## src/rtl/bfsp_pkg.sv

```systemverilog
// Shared constants, types and command struct for the fan step PWM core.
package bfsp_pkg;

  // Field widths
  localparam int STEP_W   = 12;
  localparam int MAG_W    = 11;
  localparam int TRIM_W   = 10;
  localparam int INC_W    = 8;
  localparam int DUTY_W   = 8;
  localparam int PROD1_W  = MAG_W + INC_W;
  localparam int PROD2_W  = PROD1_W + TRIM_W;

  // Stream widths
  localparam int IN_DATA_W  = 16;
  localparam int OUT_DATA_W = 24;

  // Configuration port
  localparam int CFG_IDX_W  = 1;
  localparam int CFG_DATA_W = 8;
  localparam logic [CFG_IDX_W-1:0] REG_WIRE_MODE = 1'd0;
  localparam logic [CFG_IDX_W-1:0] REG_STEP_INC  = 1'd1;

  // Arithmetic constants
  localparam int TRIM_GRANULE    = 16;
  localparam int TRIM_FULL_SCALE = 1024;
  localparam int TRIM_SHIFT      = $clog2(TRIM_FULL_SCALE);
  localparam int STEP_LIMIT      = 2047;
  localparam int DUTY_MAX        = 255;

  localparam logic [TRIM_W-1:0] TRIM_MASK = ~TRIM_W'(TRIM_GRANULE - 1);

  // Reset values
  localparam logic [INC_W-1:0]  STEP_INC_RESET  = 8'd15;
  localparam logic [TRIM_W-1:0] LAST_TRIM_RESET = 10'd1023;

  // Wire modes
  localparam logic MODE_TWO_WIRE   = 1'b0;
  localparam logic MODE_THREE_WIRE = 1'b1;

  // Commands from the controller to the datapath
  typedef struct packed {
    logic load;
    logic mul1;
    logic mul2;
    logic update;
  } bfsp_cmd_t;

endpackage

```

## src/rtl/bfsp_ctrl.sv

```systemverilog
// Controller state machine sequencing one press request through the datapath.
module bfsp_ctrl
  import bfsp_pkg::*;
(
  input  logic      clk,
  input  logic      rst_n,
  input  logic      in_tvalid,
  output logic      in_tready,
  output logic      out_tvalid,
  input  logic      out_tready,
  output bfsp_cmd_t cmd
);

  localparam logic [1:0] S_IDLE = 2'd0;
  localparam logic [1:0] S_MUL1 = 2'd1;
  localparam logic [1:0] S_MUL2 = 2'd2;
  localparam logic [1:0] S_UPD  = 2'd3;

  logic [1:0] state_r;
  logic [1:0] state_nxt;
  logic       out_valid_r;
  logic       out_valid_nxt;
  logic       slot_free;

  // The output register is free once its request has been taken.
  assign slot_free = !out_valid_r || out_tready;
  assign in_tready = (state_r == S_IDLE);
  assign out_tvalid = out_valid_r;

  // Next state and commands
  always_comb begin
    state_nxt = state_r;
    cmd = '0;
    unique case (state_r)
      S_IDLE: begin
        if (in_tvalid) begin
          cmd.load = 1'b1;
          state_nxt = S_MUL1;
        end
      end
      S_MUL1: begin
        cmd.mul1 = 1'b1;
        state_nxt = S_MUL2;
      end
      S_MUL2: begin
        cmd.mul2 = 1'b1;
        state_nxt = S_UPD;
      end
      S_UPD: begin
        if (slot_free) begin
          cmd.update = 1'b1;
          state_nxt = S_IDLE;
        end
      end
      default: state_nxt = S_IDLE;
    endcase
  end

  // Output valid flag
  always_comb begin
    out_valid_nxt = out_valid_r;
    if (out_valid_r && out_tready) begin
      out_valid_nxt = 1'b0;
    end
    if (cmd.update) begin
      out_valid_nxt = 1'b1;
    end
  end

  always_ff @(posedge clk) begin
    if (!rst_n) begin
      state_r <= S_IDLE;
      out_valid_r <= 1'b0;
    end else begin
      state_r <= state_nxt;
      out_valid_r <= out_valid_nxt;
    end
  end

  // At most one datapath command is issued in any cycle.
  assert property (@(posedge clk) disable iff (!rst_n)
    $onehot0({cmd.load, cmd.mul1, cmd.mul2, cmd.update}))
    else $error("more than one datapath command at once");

  // A loaded request is always followed by the first multiply.
  assert property (@(posedge clk) disable iff (!rst_n) cmd.load |=> cmd.mul1)
    else $error("first multiply did not follow the load");

  // An update always presents a result in the following cycle.
  assert property (@(posedge clk) disable iff (!rst_n) cmd.update |=> out_valid_r)
    else $error("update did not present a result");

endmodule

```

## src/rtl/bfsp_datapath.sv

```systemverilog
// Datapath: configuration, step and trim state, two multiplies and the result register.
module bfsp_datapath
  import bfsp_pkg::*;
(
  input  logic                   clk,
  input  logic                   rst_n,
  input  logic                   cfg_write,
  input  logic [CFG_IDX_W-1:0]   cfg_index,
  input  logic [CFG_DATA_W-1:0]  cfg_data,
  input  logic [IN_DATA_W-1:0]   in_tdata,
  input  bfsp_cmd_t              cmd,
  output logic [OUT_DATA_W-1:0]  out_tdata
);

  // Configuration registers
  logic              wire_mode_r;
  logic [INC_W-1:0]  step_inc_r;

  // Persistent state
  logic signed [STEP_W-1:0] speed_step_r;
  logic signed [STEP_W-1:0] speed_step_nxt;
  logic [TRIM_W-1:0]        last_trim_r;
  logic [DUTY_W-1:0]        fwd_duty_r;
  logic [DUTY_W-1:0]        fwd_duty_nxt;
  logic [DUTY_W-1:0]        rev_duty_r;
  logic [DUTY_W-1:0]        rev_duty_nxt;

  // Working registers
  logic signed [STEP_W-1:0] next_r;
  logic [TRIM_W-1:0]        trim_r;
  logic [PROD1_W-1:0]       prod1_r;
  logic [PROD2_W-1:0]       prod2_r;

  // Result register fields
  logic              o_fwd_en_r;
  logic              o_rev_en_r;
  logic              o_hard_en_r;
  logic              o_rej_r;

  // Input fields
  logic              press_forward;
  logic [TRIM_W-1:0] trim_sample;
  logic              trim_valid;

  logic [TRIM_W-1:0]        trim_sel;
  logic signed [STEP_W:0]   step_sum;
  logic signed [STEP_W-1:0] next_step;
  logic [MAG_W-1:0]         next_abs;
  logic [DUTY_W-1:0]        mag;
  logic                     reject;

  assign press_forward = in_tdata[0];
  assign trim_sample   = in_tdata[TRIM_W:1];
  assign trim_valid    = in_tdata[TRIM_W+1];

  // Trim selection: a usable nonzero sample is floored to the granule; otherwise the last trim is reused.
  always_comb begin
    if (trim_valid && (trim_sample != '0)) begin
      trim_sel = trim_sample & TRIM_MASK;
    end else begin
      trim_sel = last_trim_r;
    end
  end

  // Step move with saturation and the three-wire floor at zero.
  always_comb begin
    step_sum = {speed_step_r[STEP_W-1], speed_step_r}
             + (press_forward ? (STEP_W+1)'(signed'(1)) : -(STEP_W+1)'(signed'(1)));
    if (step_sum > (STEP_W+1)'(STEP_LIMIT)) begin
      next_step = STEP_W'(STEP_LIMIT);
    end else if (step_sum < -(STEP_W+1)'(STEP_LIMIT)) begin
      next_step = -STEP_W'(STEP_LIMIT);
    end else begin
      next_step = step_sum[STEP_W-1:0];
    end
    if ((wire_mode_r == MODE_THREE_WIRE) && next_step[STEP_W-1]) begin
      next_step = '0;
    end
  end

  // Magnitude of the stepped value
  always_comb begin
    if (next_r[STEP_W-1]) begin
      next_abs = MAG_W'(-next_r);
    end else begin
      next_abs = next_r[MAG_W-1:0];
    end
  end

  // Duty scaling by the full scale and the overflow check
  assign reject = (prod2_r >> TRIM_SHIFT) > PROD2_W'(DUTY_MAX);
  assign mag    = prod2_r[TRIM_SHIFT +: DUTY_W];

  // State update for an accepted press
  always_comb begin
    speed_step_nxt = speed_step_r;
    fwd_duty_nxt   = fwd_duty_r;
    rev_duty_nxt   = rev_duty_r;
    if (!reject) begin
      speed_step_nxt = next_r;
      if (wire_mode_r == MODE_TWO_WIRE) begin
        if (!next_r[STEP_W-1]) begin
          fwd_duty_nxt = mag;
          rev_duty_nxt = '0;
        end else begin
          fwd_duty_nxt = '0;
          rev_duty_nxt = mag;
        end
      end else begin
        rev_duty_nxt = mag;
      end
    end
  end

  // Configuration and persistent state
  always_ff @(posedge clk) begin
    if (!rst_n) begin
      wire_mode_r  <= MODE_TWO_WIRE;
      step_inc_r   <= STEP_INC_RESET;
      speed_step_r <= '0;
      last_trim_r  <= LAST_TRIM_RESET;
      fwd_duty_r   <= '0;
      rev_duty_r   <= '0;
    end else begin
      if (cfg_write) begin
        case (cfg_index)
          REG_WIRE_MODE: wire_mode_r <= cfg_data[0];
          REG_STEP_INC:  step_inc_r  <= cfg_data[INC_W-1:0];
          default: ;
        endcase
      end
      if (cmd.load) begin
        last_trim_r <= trim_sel;
      end
      if (cmd.update) begin
        speed_step_r <= speed_step_nxt;
        fwd_duty_r   <= fwd_duty_nxt;
        rev_duty_r   <= rev_duty_nxt;
      end
    end
  end

  // Working registers and the result register
  always_ff @(posedge clk) begin
    if (cmd.load) begin
      next_r <= next_step;
      trim_r <= trim_sel;
    end
    if (cmd.mul1) begin
      prod1_r <= PROD1_W'(next_abs) * PROD1_W'(step_inc_r);
    end
    if (cmd.mul2) begin
      prod2_r <= PROD2_W'(prod1_r) * PROD2_W'(trim_r);
    end
    if (cmd.update) begin
      o_fwd_en_r  <= (wire_mode_r == MODE_TWO_WIRE) && (speed_step_nxt > 0);
      o_rev_en_r  <= ((wire_mode_r == MODE_TWO_WIRE) && speed_step_nxt[STEP_W-1])
                  || ((wire_mode_r == MODE_THREE_WIRE) && (speed_step_nxt > 0));
      o_hard_en_r <= (wire_mode_r == MODE_THREE_WIRE) && (speed_step_nxt > 0);
      o_rej_r     <= reject;
    end
  end

  assign out_tdata = {4'b0000, o_rej_r, o_hard_en_r, o_rev_en_r, o_fwd_en_r,
                      rev_duty_r, fwd_duty_r};

  // The step never leaves the saturation range.
  assert property (@(posedge clk) disable iff (!rst_n)
    speed_step_r != -STEP_W'(STEP_LIMIT + 1))
    else $error("speed step below the saturation limit");

  // A rejected press leaves the step unchanged.
  assert property (@(posedge clk) disable iff (!rst_n)
    (cmd.update && reject) |=> $stable(speed_step_r))
    else $error("rejected press moved the step");

endmodule

```

## src/rtl/bidirectional_fan_step_pwm_core.sv

```systemverilog
// Top level of the bidirectional fan speed-step PWM core.
//
//  Channel  | Direction | Handshake              | Contents
//  ---------+-----------+------------------------+------------------------------------
//  in_      | input     | in_tvalid / in_tready  | one press request
//  out_     | output    | out_tvalid / out_tready| duties, enables and reject flag
//  cfg_     | input     | cfg_valid / cfg_ready  | register index and write data
//
// Each request passes through four steps: load, scale by the increment, scale by the trim,
// and update; the two dependent multiplies in the shared datapath fix that order.
// A new request is taken only while the controller is idle; a finished result
// waits in the output register while the next request is loaded and worked on.
// A stalled output holds the update step until the register is free.
// Reset is synchronous and active low; configuration writes are always taken.
module bidirectional_fan_step_pwm_core
  import bfsp_pkg::*;
(
  input  logic                  clk,
  input  logic                  rst_n,
  // [0] press_forward, [10:1] trim_sample, [11] trim_valid, [15:12] zero
  input  logic [IN_DATA_W-1:0]  in_tdata,
  input  logic                  in_tvalid,
  output logic                  in_tready,
  // [7:0] forward_duty, [15:8] reverse_duty, [16] forward_enable,
  // [17] reverse_enable, [18] hard_enable, [19] rejected, [23:20] zero
  output logic [OUT_DATA_W-1:0] out_tdata,
  output logic                  out_tvalid,
  input  logic                  out_tready,
  input  logic                  cfg_valid,
  output logic                  cfg_ready,
  input  logic [CFG_IDX_W-1:0]  cfg_index,
  input  logic [CFG_DATA_W-1:0] cfg_data
);

  bfsp_cmd_t cmd;

  // Configuration is accepted in every cycle.
  assign cfg_ready = 1'b1;

  bfsp_ctrl u_ctrl (
    .clk        (clk),
    .rst_n      (rst_n),
    .in_tvalid  (in_tvalid),
    .in_tready  (in_tready),
    .out_tvalid (out_tvalid),
    .out_tready (out_tready),
    .cmd        (cmd)
  );

  bfsp_datapath u_datapath (
    .clk       (clk),
    .rst_n     (rst_n),
    .cfg_write (cfg_valid && cfg_ready),
    .cfg_index (cfg_index),
    .cfg_data  (cfg_data),
    .in_tdata  (in_tdata),
    .cmd       (cmd),
    .out_tdata (out_tdata)
  );

endmodule

```

## config.mk

```make
export PLATFORM = sky130hd
export DESIGN_NAME = bidirectional_fan_step_pwm_core
export DESIGN_NICKNAME = d
export VERILOG_FILES = /design/src/rtl/bfsp_pkg.sv /design/src/rtl/bfsp_ctrl.sv /design/src/rtl/bfsp_datapath.sv /design/src/rtl/bidirectional_fan_step_pwm_core.sv
export SDC_FILE = /design/constraint.sdc
export NUM_CORES = 1
export LEC_CHECK = 0
export BUFFER_PORTS_ARGS = -buffer_cell sky130_fd_sc_hd__buf_2
export CORE_ASPECT_RATIO = 1.5
export CORE_MARGIN = 8
export CORE_UTILIZATION = 58
export CTS_CLUSTER_SIZE = 10
export DETAILED_ROUTE_END_ITERATION = 8
export PLACE_DENSITY = 0.88
export SLEW_MARGIN = 20
export SYNTH_ARGS = -nofsm -noshare
export SYNTH_HDL_FRONTEND = slang
export SYNTH_SLANG_ARGS = --single-unit
export TNS_END_PERCENT = 1
```

## constraint.sdc

```tcl
create_clock -name clk -period 5.9 [get_ports clk]
set_input_delay 1.18 -clock clk [delete_from_list [all_inputs] [get_ports clk]]
set_output_delay 1.18 -clock clk [all_outputs]
set_load 0.02 [all_outputs]
```

Word-level counts from Yosys, hierarchy flattened --
Index checks and enable logic that the tools add are counted.
Storage, ports and cells: flip-flop bits (word level) 124, bits of input ports 30, output and inout bits 27, logic and storage cells 69
Cells by class: $add $sub $neg 2, multipliers 2, magnitude comparators 4, eq/ne operators 5, multiplexer cells 20, bitwise gates (word level) 3, reduce and logical (&&, ||, !) cells 17
Operators with widths (number):
- $mux 12 | 3
- $mul 19x10->29 | 1
- $mux 8 | 3
- $gt 19x8->1 const B | 1
- $mul 11x8->19 | 1
- $add 13x13->13 | 1
- $gt 13x12->1 const B | 1
- $lt 13x12->1 const B | 1
- $mux 13 | 1
- $gt 12x1->1 const B | 1
- $mux 11 | 1
- $neg 11->11 | 1
- $mux 10 | 1
- $reduce_bool 10->1 | 1
- $mux 1 | 8
- $pmux 2 s4 | 1
- $reduce_and 2->1 | 4
- $logic_and 1x1->1 | 6
- $eq 2x2->1 const B | 2
- $mux 2 | 2
- $not 1->1 | 3
- $reduce_and 3->1 | 1
- $eq 2x1->1 const B | 1
- $logic_not 2->1 | 1
- 5 further kinds | 6

Longest topological paths before layout --
depth in word-level cells 6, depth in mapped cells 22, gate-level depth less buffers 22

Hierarchy --
A second synthesis with hierarchy kept.
Second synthesis, totals: cells, all modules 1437, area total of the unflattened synthesis 13590.5 um2
By module, submodules not included:
- bfsp_datapath | times used 1, cells an instance 1413, area an instance 13370.3 um2, seq. area each 2862.7 um2
- bfsp_ctrl | times used 1, cells an instance 22, area an instance 209.0 um2, seq. area each 60.1 um2
- bidirectional_fan_step_pwm_core | times used 1, cells an instance 2, area an instance 11.3 um2, seq. area each 0.0 um2

Worst setup path after synthesis --
OpenSTA, ideal clock, no wires.
kind register -> register, start point reg u_datapath.trim_r[3], end point reg u_datapath.prod2_r[23], data pin, library setup time 258 ps, arrival time 5249 ps, required time 5642 ps, slack 393 ps, cell stages (with the launch flop) 20, path buffers 2, clock period less this slack 5507 ps, path through edfxtp_1 > clkbuf_1 > clkbuf_1 > nand2_1 > fa_1 > inv_1 > fa_1 > fa_1 > fa_1 > inv_1 > fa_1 > inv_1 > ha_1 > a21oi_1 > o21ai_0 > a221oi_1 > nand2_1 > a221o_1 > a31oi_1 > xnor2_1
Between the ends: word-level cells in the longest chain between the ends 1
RTL lines:
- start, declared | RTL line bfsp_datapath.sv:30 | logic [TRIM_W-1:0] trim_r;
- start signal, assigned | RTL line bfsp_datapath.sv:147 | trim_r <= trim_sel;
- $mul 19x10->29 | RTL line bfsp_datapath.sv:153 | prod2_r <= PROD2_W'(prod1_r) * PROD2_W'(trim_r);
- end signal, assigned | RTL line bfsp_datapath.sv:153
- end, declared | RTL line bfsp_datapath.sv:32 | logic [PROD2_W-1:0] prod2_r;
Every way passes these cells. A chain may end at the register's enable or synchronous reset.

Worst setup path in the final report --
start point reg u_datapath.prod1_r[4], end point reg u_datapath.prod2_r[28], data pin
Between the ends: word-level cells in the longest chain between the ends 1
RTL lines:
- start, declared | RTL line bfsp_datapath.sv:31 | logic [PROD1_W-1:0] prod1_r;
- start signal, assigned | RTL line bfsp_datapath.sv:150 | prod1_r <= PROD1_W'(next_abs) * PROD1_W'(step_inc_r);
- $mul 19x10->29 | RTL line bfsp_datapath.sv:153
Every way passes these cells.

==> reports/metrics.cfg <==
[run_status]
outcome=finished, final reports clean

[clocking]
ctsHoldBuffers=0
cts_buffer_depth=2
clock-root-buffer=clkbuf_16
cts_tree=yes
clkLatencyLatePin_ns=0.43
cts_buffers=17
clk_pin_slew_ns=0.07
htree_levels=4
clock_sink_count=114

[setup_path]
path_max_fanout=6
cp-start-kind=flip-flop
cp-end-kind=flip-flop
critPathMaxStageDelay_ns=0.57
path_cells=buf_4, and2_1, fa_1, fa_1, fa_1, fa_1, inv_1, fa_1, inv_1, ha_1, nand2_1, o21ai_0, a221oi_2, a31o_2, o311ai_4, a21oi_1, xnor2_1
critical_path_class=reg2reg
required_ns=6.08
crit_buf_inv=3
path_delay_family=adder cells
cp.arrival_ns=5.97
crit_top_cell=fa_1
crit_slowest_cell=fa_1

[grt]
grt_pass1_vias=11500
antenna_found_initial=0
grt_remaining_overflow=0
grt_pass1_wl_um=55500
grt_usage=0.241
grt_max_degree=51

[drt]
vias_per_cell=5.85
route.detailed.drc=0
dr.pass1.iters=6
drtAntennaViolNets=0
routed_wl_um=34600
routedWlPerCell_um=18.8
via_count=10800
drt-initial-drc-count=918

[sta]
worst_pin_slew_ns=0.985
rsz0062_at_grt=true
period_share=0.981
fmax_mhz=173
relSlewSlack=0.343
whs_ns=0.441
slew_violations=0
finalCriticalPeriod_ns=5.79
setup-violations-final=0
hold_viol=0
skew_ns=0.0101

[place]
dp_hpwl_um=25300
dp.cells=1774
port_buffers=47
place_congestion=0.880

[cells_and_area]
antenna_cells=0
instances_no_fill=1840
final_nets=1844
fill_cells=1672
drive_above_1_share=0.124
syn2layout_area_growth_pct=11.3

[die]
die_width_um=141
dieArea_um2=28800
row_count=69
ioPinCount=57
core-area_um2=23400
start_util=0.584
die_h_um=204

[synthesis]
synth_top_area_frac=0.275
synthCells=1438
async_reset_ff_frac=0
yosysTopAreaCell=fa_1
synth-seq-area-share=0.214
synth.area.top_cells=fa_1 28%, edfxtp_1 14%, ha_1 11%, dfxtp_1 7.3%, and2_1 6.5%
ys_types=73
synth_area_per_cell_um2=9.50
yosysMostFrequentCell=inv_1
yosysWarnings=0
synth_edf_count=64
ys_seq_elements=114
ys.flop_type=edfxtp_1
synthesis.area_um2=13700
synth_top_cells_by_count=202 x inv_1, 189 x nand2_1, 188 x fa_1, 143 x and2_1, 118 x ha_1

[hold_path]
hp-class=reg2reg

[flow_run]
max_cap_viol_count=0

placed cells by master, fill, tap and decap left out, types with 6 or more instances in the layout:
master,netlist,final
xnor2_1,28,27
nor2b_1,55,54
nand3b_1,12,12
and2_1,143,143
o21bai_1,9,9
nor2_1,38,37
fa_1,188,187
o21ai_0,18,16
nand3_1,20,20
nand2_1,189,189
nor3_1,17,16
inv_1,202,202
o21a_1,9,9
buf_4,9,59
mux2_2,7,7
nand2b_1,13,13
ha_1,118,116
a31oi_1,7,6
clkbuf_16,0,17
nor4_1,8,7
dfxtp_1,50,50
buf_2,1,47
mux2i_1,9,9
edfxtp_1,64,64
xor2_1,17,17
a21oi_1,36,34
a21o_1,13,13
a21boi_0,34,34
through the flow:
stage          worst slack [ns]  setup TNS (ns)  utilization  instance area (µm²)
2_1_floorplan             0.393               0            -                13700
3_3_place_gp              0.185               0        0.609                14200
3_5_place_dp             -0.104          -0.104        0.609                14200
4_1_cts                  0.0384               0        0.633                14800
5_1_grt                  -0.133          -0.255        0.650                15200
6_report                  0.111               0        0.650                15200
per-layer routing:
layer / global-route usage / wire, µm
met5: 0 / 0
met1: 0.243 / 11400
met2: 0.463 / 19200
met3: 0.0337 / 1770
met4: 0.131 / 2160
worst reg2reg max path, delay by kind of cell, from the launching register on:
kind	cells	cell delay, ns
adders and majority gates	6	3.08
AOI/OAI and AO/OA	5	1.27
DFF	1	0.47
buffers and inverters	3	0.32
and+or+nand+nor	2	0.26
xor gates and xnor gates	1	0.14
logic make-up after synthesis:
family	count (synthesis)	share of synthesized area
AND/OR/NAND/NOR	524	0.199
buffers and inverters	265	0.0766
AO/OA/AOI/OAI	166	0.0856
XOR/XNOR	45	0.0288
other	2	0.000550
flip-flops	114	0.214
adder cells (fa/ha/maj)	306	0.384
multiplexers	16	0.0124
cell type report:
type,count,area (µm²),share of cell area
clock inverters,14,129,0.00847
well taps,319,399,0.0262
clock buffers,18,439,0.0289
repair buffers,111,751,0.0494
multi-input cells,1062,9810,0.645
inverters,202,758,0.0499
flip-flops and latches,114,2920,0.192
state kept, by name, indices dropped and copies added, names as in the netlist:
register,flops
u_datapath.prod2_r,19
u_datapath.o_hard_en_r,1
u_datapath.next_r,12
u_datapath.o_rej_r,1
u_datapath.rev_duty_r,8
u_ctrl.state_r,2
u_datapath.step_inc_r,8
u_datapath.fwd_duty_r,8
u_datapath.trim_r,10
u_ctrl.out_tvalid,1
u_datapath.speed_step_r,12
u_datapath.o_rev_en_r,1
u_datapath.wire_mode_r,1
u_datapath.o_fwd_en_r,1
u_datapath.prod1_r,19
u_datapath.last_trim_r,10
repair_timing:
| item | in CTS | in global routing |
|---|---|---|
| pin swaps | 0 | 3 |
| setup endpoints to repair | 1 | 14 |
| gates cloned | 0 | 0 |
| buffers inserted | 0 | 34 |
| resized for setup | 1 | 21 |
final timing paths:
kind / start / endpoint / slack, ns / depth (start not counted)
max: u_datapath.prod1_r[4] / u_datapath.prod2_r[28] / 0.11 / 17
min: u_datapath.last_trim_r[2] / u_datapath.last_trim_r[2] / 0.44 / 2
max reg2reg: u_datapath.prod1_r[4] / u_datapath.prod2_r[28] / 0.11 / 17
min reg2reg: u_datapath.last_trim_r[2] / u_datapath.last_trim_r[2] / 0.44 / 2
Power is left out: the tool's default activity adds up to more than one toggle a clock period on the data nets, which glitch-free logic cannot reach.
